[src/rtl/avr_pkg.sv]
// Shared constants, types and configuration codes for the averaged voltage reporter.
package avr_pkg;

    // Averaging window and sample format.
    localparam int WINDOW_LEN = 16;
    localparam int SAMPLE_W   = 10;
    localparam int SAMPLE_MAX = 1023;
    localparam int SUM_W      = $clog2(WINDOW_LEN * SAMPLE_MAX + 1);
    localparam int POS_W      = (WINDOW_LEN > 1) ? $clog2(WINDOW_LEN) : 1;

    // Configuration and result widths.
    localparam int SCALE_W    = 32;
    localparam int THRESH_W   = 16;
    localparam int PERIOD_W   = 8;
    localparam int ID_W       = 8;
    localparam int VOLT_W     = 32;
    localparam int FRAC_SHIFT = 16;
    localparam int PROD_W     = SUM_W + SCALE_W;
    localparam int WIDE_W     = 64;
    localparam int CFG_IDX_W  = 2;
    localparam int CFG_DATA_W = 32;

    // Configuration reset values.
    localparam logic [SCALE_W-1:0]  SCALE_RESET  = '0;
    localparam logic [THRESH_W-1:0] THRESH_RESET = 16'd1311;
    localparam logic [PERIOD_W-1:0] PERIOD_RESET = 8'd10;
    localparam logic [ID_W-1:0]     ID_RESET     = '0;

    // Configuration register indexes.
    typedef enum logic [CFG_IDX_W-1:0] {
        CFG_SCALE     = 2'd0,
        CFG_THRESHOLD = 2'd1,
        CFG_PERIOD    = 2'd2,
        CFG_DEVICE_ID = 2'd3
    } cfg_reg_t;

    // Word passed from the window stage to the scaling stage.
    typedef struct packed {
        logic             check;
        logic [SUM_W-1:0] sum;
    } avr_sum_t;

    // Word passed from the scaling stage to the report stage.
    typedef struct packed {
        logic              check;
        logic [VOLT_W-1:0] volts;
    } avr_volt_t;

endpackage

[src/rtl/avr_window.sv]
// Sample ring, running window sum and decimation counter (first pipeline stage).
module avr_window
    import avr_pkg::*;
(
    input  logic                clk,
    input  logic                rst_n,
    input  logic                in_valid,
    output logic                in_ready,
    input  logic [SAMPLE_W-1:0] adc_sample,
    input  logic [PERIOD_W-1:0] send_period,
    output logic                sum_valid,
    input  logic                sum_ready,
    output avr_sum_t            sum_word
);

    logic [SAMPLE_W-1:0] ring_reg [WINDOW_LEN];
    logic [POS_W-1:0]    pos_reg;
    logic [POS_W-1:0]    pos_next;
    logic [SUM_W-1:0]    sum_reg;
    logic [SUM_W-1:0]    sum_next;
    logic [PERIOD_W-1:0] count_reg;
    logic [PERIOD_W-1:0] count_next;
    logic                check;
    logic                accept;
    logic                valid_reg;
    avr_sum_t            word_reg;

    // The stage takes a new word whenever its register is empty or drains.
    assign in_ready = !valid_reg || sum_ready;
    assign accept   = in_valid && in_ready;

    // Replace the oldest sample in the running sum and advance the ring.
    always_comb
    begin
        sum_next = sum_reg - SUM_W'(ring_reg[pos_reg]) + SUM_W'(adc_sample);
        if (pos_reg == POS_W'(WINDOW_LEN - 1))
        begin
            pos_next = '0;
        end
        else
        begin
            pos_next = pos_reg + 1'b1;
        end
    end

    // A report check is due once the counter has reached the period.
    always_comb
    begin
        check = (count_reg >= send_period);
        if (check)
        begin
            count_next = '0;
        end
        else
        begin
            count_next = count_reg + 1'b1;
        end
    end

    // Ring storage, cleared at reset.
    always_ff @(posedge clk or negedge rst_n)
    begin
        if (!rst_n)
        begin
            for (int i = 0; i < WINDOW_LEN; i++)
            begin
                ring_reg[i] <= '0;
            end
        end
        else if (accept)
        begin
            ring_reg[pos_reg] <= adc_sample;
        end
    end

    // Window state.
    always_ff @(posedge clk or negedge rst_n)
    begin
        if (!rst_n)
        begin
            pos_reg   <= '0;
            sum_reg   <= '0;
            count_reg <= '0;
        end
        else if (accept)
        begin
            pos_reg   <= pos_next;
            sum_reg   <= sum_next;
            count_reg <= count_next;
        end
    end

    // Stage output register.
    always_ff @(posedge clk or negedge rst_n)
    begin
        if (!rst_n)
        begin
            valid_reg <= 1'b0;
        end
        else if (accept)
        begin
            valid_reg <= 1'b1;
        end
        else if (sum_ready)
        begin
            valid_reg <= 1'b0;
        end
    end

    always_ff @(posedge clk)
    begin
        if (accept)
        begin
            word_reg.check <= check;
            word_reg.sum   <= sum_next;
        end
    end

    assign sum_valid = valid_reg;
    assign sum_word  = word_reg;

endmodule

[src/rtl/avr_scale.sv]
// Scaling of the window sum to Q16.16 volts with saturation (second pipeline stage).
module avr_scale
    import avr_pkg::*;
(
    input  logic               clk,
    input  logic               rst_n,
    input  logic               sum_valid,
    output logic               sum_ready,
    input  avr_sum_t           sum_word,
    input  logic [SCALE_W-1:0] scale_factor,
    output logic               volt_valid,
    input  logic               volt_ready,
    output avr_volt_t          volt_word
);

    logic [PROD_W-1:0] product;
    logic [WIDE_W-1:0] shifted;
    logic [VOLT_W-1:0] volts;
    logic              accept;
    logic              valid_reg;
    avr_volt_t         word_reg;

    assign sum_ready = !valid_reg || volt_ready;
    assign accept    = sum_valid && sum_ready;

    // One multiply, truncate the low fraction bits, then clamp to 32 bits.
    always_comb
    begin
        product = PROD_W'(sum_word.sum) * PROD_W'(scale_factor);
        shifted = WIDE_W'(product >> FRAC_SHIFT);
        if (|shifted[WIDE_W-1:VOLT_W])
        begin
            volts = '1;
        end
        else
        begin
            volts = shifted[VOLT_W-1:0];
        end
    end

    // Stage output register.
    always_ff @(posedge clk or negedge rst_n)
    begin
        if (!rst_n)
        begin
            valid_reg <= 1'b0;
        end
        else if (accept)
        begin
            valid_reg <= 1'b1;
        end
        else if (volt_ready)
        begin
            valid_reg <= 1'b0;
        end
    end

    always_ff @(posedge clk)
    begin
        if (accept)
        begin
            word_reg.check <= sum_word.check;
            word_reg.volts <= volts;
        end
    end

    assign volt_valid = valid_reg;
    assign volt_word  = word_reg;

endmodule

[src/rtl/avr_report.sv]
// Deadband compare against the last reported voltage and the result register.
module avr_report
    import avr_pkg::*;
(
    input  logic                clk,
    input  logic                rst_n,
    input  logic                volt_valid,
    output logic                volt_ready,
    input  avr_volt_t           volt_word,
    input  logic [THRESH_W-1:0] report_threshold,
    input  logic [ID_W-1:0]     device_id,
    output logic                out_valid,
    input  logic                out_ready,
    output logic [ID_W-1:0]     report_id,
    output logic [VOLT_W-1:0]   voltage_q16
);

    logic [VOLT_W-1:0] last_reg;
    logic [VOLT_W-1:0] diff;
    logic              hit;
    logic              accept;
    logic              out_valid_reg;
    logic              out_valid_next;
    logic [ID_W-1:0]   id_reg;
    logic [VOLT_W-1:0] volts_reg;

    assign volt_ready = !out_valid_reg || out_ready;
    assign accept     = volt_valid && volt_ready;

    // Absolute change since the last report, strictly above the threshold.
    always_comb
    begin
        if (last_reg > volt_word.volts)
        begin
            diff = last_reg - volt_word.volts;
        end
        else
        begin
            diff = volt_word.volts - last_reg;
        end
        hit = volt_word.check && (diff > VOLT_W'(report_threshold));
    end

    // The result word stays until taken; a new report may load as it leaves.
    always_comb
    begin
        out_valid_next = out_valid_reg && !out_ready;
        if (accept && hit)
        begin
            out_valid_next = 1'b1;
        end
    end

    always_ff @(posedge clk or negedge rst_n)
    begin
        if (!rst_n)
        begin
            out_valid_reg <= 1'b0;
            last_reg      <= '0;
        end
        else
        begin
            out_valid_reg <= out_valid_next;
            if (accept && hit)
            begin
                last_reg <= volt_word.volts;
            end
        end
    end

    always_ff @(posedge clk)
    begin
        if (accept && hit)
        begin
            id_reg    <= device_id;
            volts_reg <= volt_word.volts;
        end
    end

    assign out_valid   = out_valid_reg;
    assign report_id   = id_reg;
    assign voltage_q16 = volts_reg;

endmodule

[src/rtl/averaged_voltage_reporter_core.sv]
// Top level of the averaged voltage reporter: configuration registers and pipeline.
//
// The block takes one 10-bit converter sample per clock while in_ready is high
// and keeps a boxcar average over the last 16 samples (ring cleared at reset).
// The window sum is multiplied by scale_factor (2^-32 V per count), truncated
// to unsigned Q16.16 volts and clamped to 32 bits. Every send_period plus one
// samples the voltage is compared with the last reported value, and a word with
// device_id and the voltage is emitted when the change is strictly greater than
// report_threshold. Throughput is one sample per cycle when the output does not
// stall. A sample passes through the window stage register, the multiply stage
// register (one 14 by 32 bit product) and the compare stage result register.
// A stalled output holds the whole pipeline.
// Configuration registers are written with cfg_write, cfg_index and cfg_data
// and must only change while idle.
module averaged_voltage_reporter_core
    import avr_pkg::*;
(
    input  logic                  clk,
    input  logic                  rst_n,
    input  logic                  cfg_write,
    input  logic [CFG_IDX_W-1:0]  cfg_index,
    input  logic [CFG_DATA_W-1:0] cfg_data,
    input  logic                  in_valid,
    output logic                  in_ready,
    input  logic [SAMPLE_W-1:0]   adc_sample,
    output logic                  out_valid,
    input  logic                  out_ready,
    output logic [ID_W-1:0]       report_id,
    output logic [VOLT_W-1:0]     voltage_q16
);

    logic [SCALE_W-1:0]  scale_reg;
    logic [THRESH_W-1:0] thresh_reg;
    logic [PERIOD_W-1:0] period_reg;
    logic [ID_W-1:0]     id_reg;

    logic      sum_valid;
    logic      sum_ready;
    avr_sum_t  sum_word;
    logic      volt_valid;
    logic      volt_ready;
    avr_volt_t volt_word;

    // Configuration registers; bits above each register's width are dropped.
    always_ff @(posedge clk or negedge rst_n)
    begin
        if (!rst_n)
        begin
            scale_reg  <= SCALE_RESET;
            thresh_reg <= THRESH_RESET;
            period_reg <= PERIOD_RESET;
            id_reg     <= ID_RESET;
        end
        else if (cfg_write)
        begin
            unique case (cfg_reg_t'(cfg_index))
                CFG_SCALE:     scale_reg  <= cfg_data[SCALE_W-1:0];
                CFG_THRESHOLD: thresh_reg <= cfg_data[THRESH_W-1:0];
                CFG_PERIOD:    period_reg <= cfg_data[PERIOD_W-1:0];
                CFG_DEVICE_ID: id_reg     <= cfg_data[ID_W-1:0];
                default:       scale_reg  <= scale_reg;
            endcase
        end
    end

    // Window stage.
    avr_window u_window (
        .clk         (clk),
        .rst_n       (rst_n),
        .in_valid    (in_valid),
        .in_ready    (in_ready),
        .adc_sample  (adc_sample),
        .send_period (period_reg),
        .sum_valid   (sum_valid),
        .sum_ready   (sum_ready),
        .sum_word    (sum_word)
    );

    // Scaling stage.
    avr_scale u_scale (
        .clk          (clk),
        .rst_n        (rst_n),
        .sum_valid    (sum_valid),
        .sum_ready    (sum_ready),
        .sum_word     (sum_word),
        .scale_factor (scale_reg),
        .volt_valid   (volt_valid),
        .volt_ready   (volt_ready),
        .volt_word    (volt_word)
    );

    // Report stage.
    avr_report u_report (
        .clk              (clk),
        .rst_n            (rst_n),
        .volt_valid       (volt_valid),
        .volt_ready       (volt_ready),
        .volt_word        (volt_word),
        .report_threshold (thresh_reg),
        .device_id        (id_reg),
        .out_valid        (out_valid),
        .out_ready        (out_ready),
        .report_id        (report_id),
        .voltage_q16      (voltage_q16)
    );

    // An empty window stage must always be able to take a sample.
    a_ready_when_empty: assert property (
        @(posedge clk) disable iff (!rst_n)
        !sum_valid |-> in_ready
    ) else $error("input stalled with an empty window stage");

    // A stalled window word must be held for the scaling stage.
    a_sum_hold: assert property (
        @(posedge clk) disable iff (!rst_n)
        sum_valid && !sum_ready |=> sum_valid && $stable(sum_word)
    ) else $error("window word lost or changed while stalled");

    // A stalled voltage word must be held for the report stage.
    a_volt_hold: assert property (
        @(posedge clk) disable iff (!rst_n)
        volt_valid && !volt_ready |=> volt_valid && $stable(volt_word)
    ) else $error("voltage word lost or changed while stalled");

endmodule
[config.mk]
export PLATFORM = sky130hd
export DESIGN_NAME = averaged_voltage_reporter_core
export DESIGN_NICKNAME = d
export VERILOG_FILES = /design/src/rtl/avr_pkg.sv /design/src/rtl/avr_window.sv /design/src/rtl/avr_scale.sv /design/src/rtl/avr_report.sv /design/src/rtl/averaged_voltage_reporter_core.sv
export SDC_FILE = /design/constraint.sdc
export NUM_CORES = 2
export LEC_CHECK = 0
export ABC_AREA = 0
export BUFFER_PORTS_ARGS = -buffer_cell sky130_fd_sc_hd__buf_2
export CORE_MARGIN = 2
export CORE_UTILIZATION = 45
export DETAILED_ROUTE_END_ITERATION = 6
export PLACE_DENSITY = 0.74
export SLEW_MARGIN = 20
export SYNTH_ARGS = -nofsm -noshare
export SYNTH_HDL_FRONTEND = slang
export SYNTH_SLANG_ARGS = --single-unit
[constraint.sdc]
create_clock -name clk -period 6.1 [get_ports clk]
set_input_delay 0.915 -clock clk [delete_from_list [all_inputs] [get_ports clk]]
set_output_delay 0.915 -clock clk [all_outputs]
set_load 0.05 [all_outputs]
# After elaboration in Yosys (flattened, before gate mapping)
# Index checks and enable logic that the tools add are counted.
[word_totals] register_bits=367 input_bits=49 word_cells=85
[classes] addsub=6 mul=1 n_lt_le_gt_ge=5 n_eq_ne=4 mux=14 bitwise=1 n_reduce_logical=21
[op_table] op="$bwmux W160" n=1
[op_table] op="$sub A30 B30 Y31" n=2
[op_table] op="$mul A14 B32 Y46" n=1
[op_table] op="$bmux W10 S4" n=1
[op_table] op="$demux W10 S4" n=1
[op_table] op="$gt A32 B16 Y1" n=1
[op_table] op="$mux W32" n=1
[op_table] op="$gt A30 B30 Y1" n=1
[op_table] op="$mux W10" n=3
[op_table] op="$add A14 B10 Y14" n=1
[op_table] op="$sub A14 B10 Y14" n=1
[op_table] op="$add A8 B1 Y8 const B" n=1
[op_table] op="$ge A8 B8 Y1" n=1
[op_table] op="$mux W8" n=1
[op_table] op="$reduce_and A2 Y1" n=4
[op_table] op="$logic_and A1 B1 Y1" n=7
[op_table] op="$ge A5 B5 Y1 const B" n=1
[op_table] op="$lt A5 B1 Y1 const B" n=1
[op_table] op="$mux W1" n=5
[op_table] op="$not A4 Y5" n=1
[op_table] op="$add A4 B1 Y4 const B" n=1
[op_table] op="$eq A2 B2 Y1 const B" n=2
[op_table] op="$eq A4 B4 Y1 const B" n=1
[op_table] op="$logic_not A1 Y1" n=4
[op_table] op="other kinds (5)" n=8

# Depth between registers and ports, before layout
[logic_depth] word_depth=6 ltp_mapped=26

# Hierarchy
# A second synthesis with hierarchy kept.
[unflattened] cells_unflattened=3481 hier_area_um2=34155.3
[by_module_without_submodules] module="avr_scale" instances=1 cells_per_inst=1570 area_per_inst_um2=14530.2 seq_area_each_um2=955.9
[by_module_without_submodules] module="avr_window" instances=1 cells_per_inst=873 area_per_inst_um2=9925.8 seq_area_each_um2=5129.9
[by_module_without_submodules] module="avr_report" instances=1 cells_per_inst=902 area_per_inst_um2=7302.0 seq_area_each_um2=2026.9
[by_module_without_submodules] module="averaged_voltage_reporter_core" instances=1 cells_per_inst=136 area_per_inst_um2=2397.3 seq_area_each_um2=1612.8

# Worst setup path before layout
# Ideal clock, no wire load.
[synth_timing] path_kind="reg-to-reg" start="reg u_window.word_reg, in the netlist u_window.sum_word[2]" end="reg u_scale.word_reg, in the netlist u_scale.volt_word[26], data pin" setup_ns=0.262 t_arrival_ns=6.100 t_required_ns=5.838 path_slack_ns=-0.262 stages_incl_launch_ff=26 n_path_buf=1 synth_period_minus_slack_ns=6.362 path_cell_list="edfxtp_1 -> clkbuf_1 -> and2_1 -> fa_1 -> inv_1 -> fa_1 -> inv_1 -> fa_1 -> inv_1 -> fa_1 -> inv_1 -> fa_1 -> inv_1 -> fa_1 -> inv_1 -> ha_1 -> a21o_1 -> a21oi_1 -> nor2_1 -> o41a_1 -> o211ai_1 -> a21oi_1 -> or3_1 -> a21oi_1 -> o31ai_1 -> xnor2_1"
[synth_via] elab_chain_cells=1
[synth_lines] item="from (decl)" line_no="avr_window.sv:26" rtl="avr_sum_t word_reg;"
[synth_lines] item="$mul A14 B32 Y46" line_no="avr_scale.sv:29" rtl="product = PROD_W'(sum_word.sum) * PROD_W'(scale_factor);"
[synth_lines] item="via u_scale.product[42]" line_no="avr_scale.sv:16" rtl="logic [PROD_W-1:0] product;"
[synth_lines] item="to (decl)" line_no="avr_scale.sv:21" rtl="avr_volt_t word_reg;"
# The timed path passes the listed nets, and every way through them passes these cells.
# A chain may end at the register's enable or synchronous reset.

# Worst setup path in the final report
# Ends and elaborated chain as after synthesis.

==> results.toml <==
[outcome]
status = "finished with violations"
violations = "negative setup slack"

[clock_tree]
cts.clk_slew.worst_paths_ns = 0.06
tritoncts = "done"
insertion_delay_ns = 0.61
cts_root_buf = "clkbuf_16"
htreeDepth = 2
cts_buffer_depth = 3
numCtsBuffers = 42
cts.sinks = 367

[sta]
worst_pin_slew_ns = 1.011
setup-violations-final = 25
maxSlewViolCount = 0
finalClockSkew_ns = 0.04295
fmax_mhz = 156.0
fin_crit_sh = 1.051
fin_ws_ns = -0.3107
rsz0062_at_grt = "yes"
period_needed_ns = 6.411
hold_viol = 0
max_slew_margin = 0.3241

[route]
ant_nets = 0
remaining_drc_errors = 0
first_pass_iters = 6
routed_wl_um = 82410
num_vias = 23240
viasPerCell = 5.347
drtIter0Drc = 1575
wire_per_inst_um = 18.96

[die]
die_w_um = 272.2
core_mm2 = 0.07136
ioPinCount = 91
dieArea_mm2 = 0.07411
die_h_um = 272.2
num_rows = 98
start_util = 0.4537

[setup_path]
path_cells = "buf_12 > and2_1 > fa_1 > inv_1 > fa_1 > inv_1 > fa_1 > fa_1 > fa_1 > inv_1 > fa_1 > inv_1 > ha_1 > buf_4 > o211ai_1 > a21boi_1 > o21a_1 > or2_2 > o211ai_1 > a21oi_2 > or3_4 > a21oi_4 > o31ai_2 > xnor2_1"
slowest_delay_ns = 0.53
startpoint_type = "flop"
worstPathMaxFanout = 18
critPathTopFamily = "adder cells"
end_kind = "flop"
cp.required_ns = 6.45
crit_slowest_cell = "fa_1"
cpMostUsedCell = "fa_1"
cp.buffers_inverters = 6
crit_type = "reg -> reg"
critPathArrivalTime_ns = 6.76

[cells_and_area]
largest_register_ffs = 160
fin_cells = 4346
syn_to_final_growth_pct = 13.31
postLayoutCoreUtil = 0.5141
diodes = 0
nNetsFinal = 3991
layout-drive-gt1-share = 0.1625
fillers = 6313

[synthesis]
netlist_instances = 3216
synth.largest_area_cell = "fa_1"
synth_top_family_by_area = "adder cells"
synth-seq-area-share = 0.2970
yosysWarnings = 0
avgSynthCellArea_um2 = 10.07
yosys.area_share.simple = 0.1318
ys_types = 80
synth-main-ff-cell = "dfrtp_1"
synthMuxAreaShare = 0.07675
synthAdderAreaFrac = 0.3091
synth_top_area_share = 0.2275
synthArstFlopShare = 0.7711
synth_compound_area_frac = 0.08838
synthTopCellsByArea = "fa_1, dfrtp_1, ha_1"
synth_commonest_cells = "inv_1, nand2_1, fa_1"
synth_seq_cells = 367
synthXorXnorAreaFrac = 0.01839
yosysMostFrequentCell = "inv_1"
synth_edf_count = 84
netlist_area_mm2 = 0.03238

[grt]
grt_pass1_vias = 24520
antenna_found_initial = 3
grt_max_degree = 113
overflow = 0
grt_usage = 0.2297
grt_first_pass_wirelength_um = 134800

[place]
gp_congestion = 0.9396
numPortBuffers = 88
place_ws_ns = -0.4112
placed_cells = 4265
hpwlAfterDp_um = 64100

[min_path]
hold_path.class = "in -> async"

[flow_run]
maxCapViolations = 0
## path summary, 6_finish.rpt
path / endpoint / cells after the start / startpoint / slack [ns]
min in group clk: u_scale.volt_word[32]$_DFFE_PP_ / 0 / u_window.sum_word[14]$_DFFE_PP_ / 0.42
min: u_window.ring_reg[60]$_DFFE_PN0P_ / 1 / rst_n / 0.41
max: u_scale.volt_word[26]$_DFFE_PP_ / 24 / u_window.sum_word[2]$_DFFE_PP_ / -0.31
max reg2reg: u_scale.volt_word[26]$_DFFE_PP_ / 24 / u_window.sum_word[2]$_DFFE_PP_ / -0.31
max in group asynchronous: u_window.ring_reg[8]$_DFFE_PN0P_ / 2 / rst_n / 4.34
min reg2reg: u_scale.volt_word[32]$_DFFE_PP_ / 0 / u_window.sum_word[14]$_DFFE_PP_ / 0.42
## timing repair
item / 4_1_cts / 5_1_grt
cloned: 0 / 0
hold buffers: 0 / 0
pin swaps: 8 / 10
gates resized for setup: 32 / 32
setup buffers: 3 / 1
endpoints found under the setup margin: 28 / 49
## worst reg2reg max path, stage by stage, from the launching register on
cell and delay (ns):
edfxtp_1 0.42, buf_12 0.18, and2_1 0.18, fa_1 0.53, inv_1 0.05, fa_1 0.48
inv_1 0.06, fa_1 0.48, fa_1 0.50, fa_1 0.50, inv_1 0.05, fa_1 0.47
inv_1 0.05, ha_1 0.31, buf_4 0.17, o211ai_1 0.10, a21boi_1 0.10, o21a_1 0.23
or2_2 0.31, o211ai_1 0.17, a21oi_2 0.11, or3_4 0.36, a21oi_4 0.15, o31ai_2 0.08
xnor2_1 0.13
## per-layer routing
metal	global-route usage	up-vias	routed length, um
li1	-	10650	-
met1	0.3052	11830	34770
met3	0.03288	142	4636
met5	0	-	13
met4	0.06319	2	2376
met2	0.3935	619	40610
## placed cells by master, fill, tap and decap left out, types with 18 or more instances in the layout
master and n:
mux4_2 50, clkbuf_16 43, nand4_1 25, buf_4 144, edfxtp_1 84, buf_2 87
xnor2_1 41, xor2_1 21, inv_1 499, nand3_1 31, dfrtp_1 270, fa_1 364
o21ai_0 208, nand2_1 460, and2_1 212, a21oi_1 92, a21o_1 44, mux2_2 84
buf_12 24, nor2b_1 18, mux2i_1 39, nor2_1 61, ha_1 208
## kinds of logic after synthesis
group / after synthesis
fa+ha+maj: 579
simple gates: 893
xor+xnor: 68
compound gates: 476
other cells: 1
mux: 175
buf+inv: 657
flops: 367
## area by class of cell
class	count	area [um2]	area share
clock buffers	58	1232	0.03359
clock inverters	19	200.2	0.005457
inverters	500	1877	0.05116
multi-input cells	2193	20520	0.5594
flip-flops and latches	367	9620	0.2622
well taps	950	1189	0.03240
repair buffers	259	2046	0.05576
## through the flow
| stage | hold WS (ns) | TNS [ns] | cell area [um2] |
|---|---|---|---|
| global placement | 0.4250 | -3.255 | 34950 |
| CTS | 0.4256 | -2.877 | 36530 |
| global route | 0.4360 | -9.054 | 36690 |
| detailed placement | 0.4109 | -6.120 | 34950 |
| finish | 0.4052 | -3.531 | 36690 |
| floorplan | 0.4003 | 0 | 32430 |
Power is not shown: default switching activity piles up to over one toggle a cycle in this logic, so the estimate is an artifact.
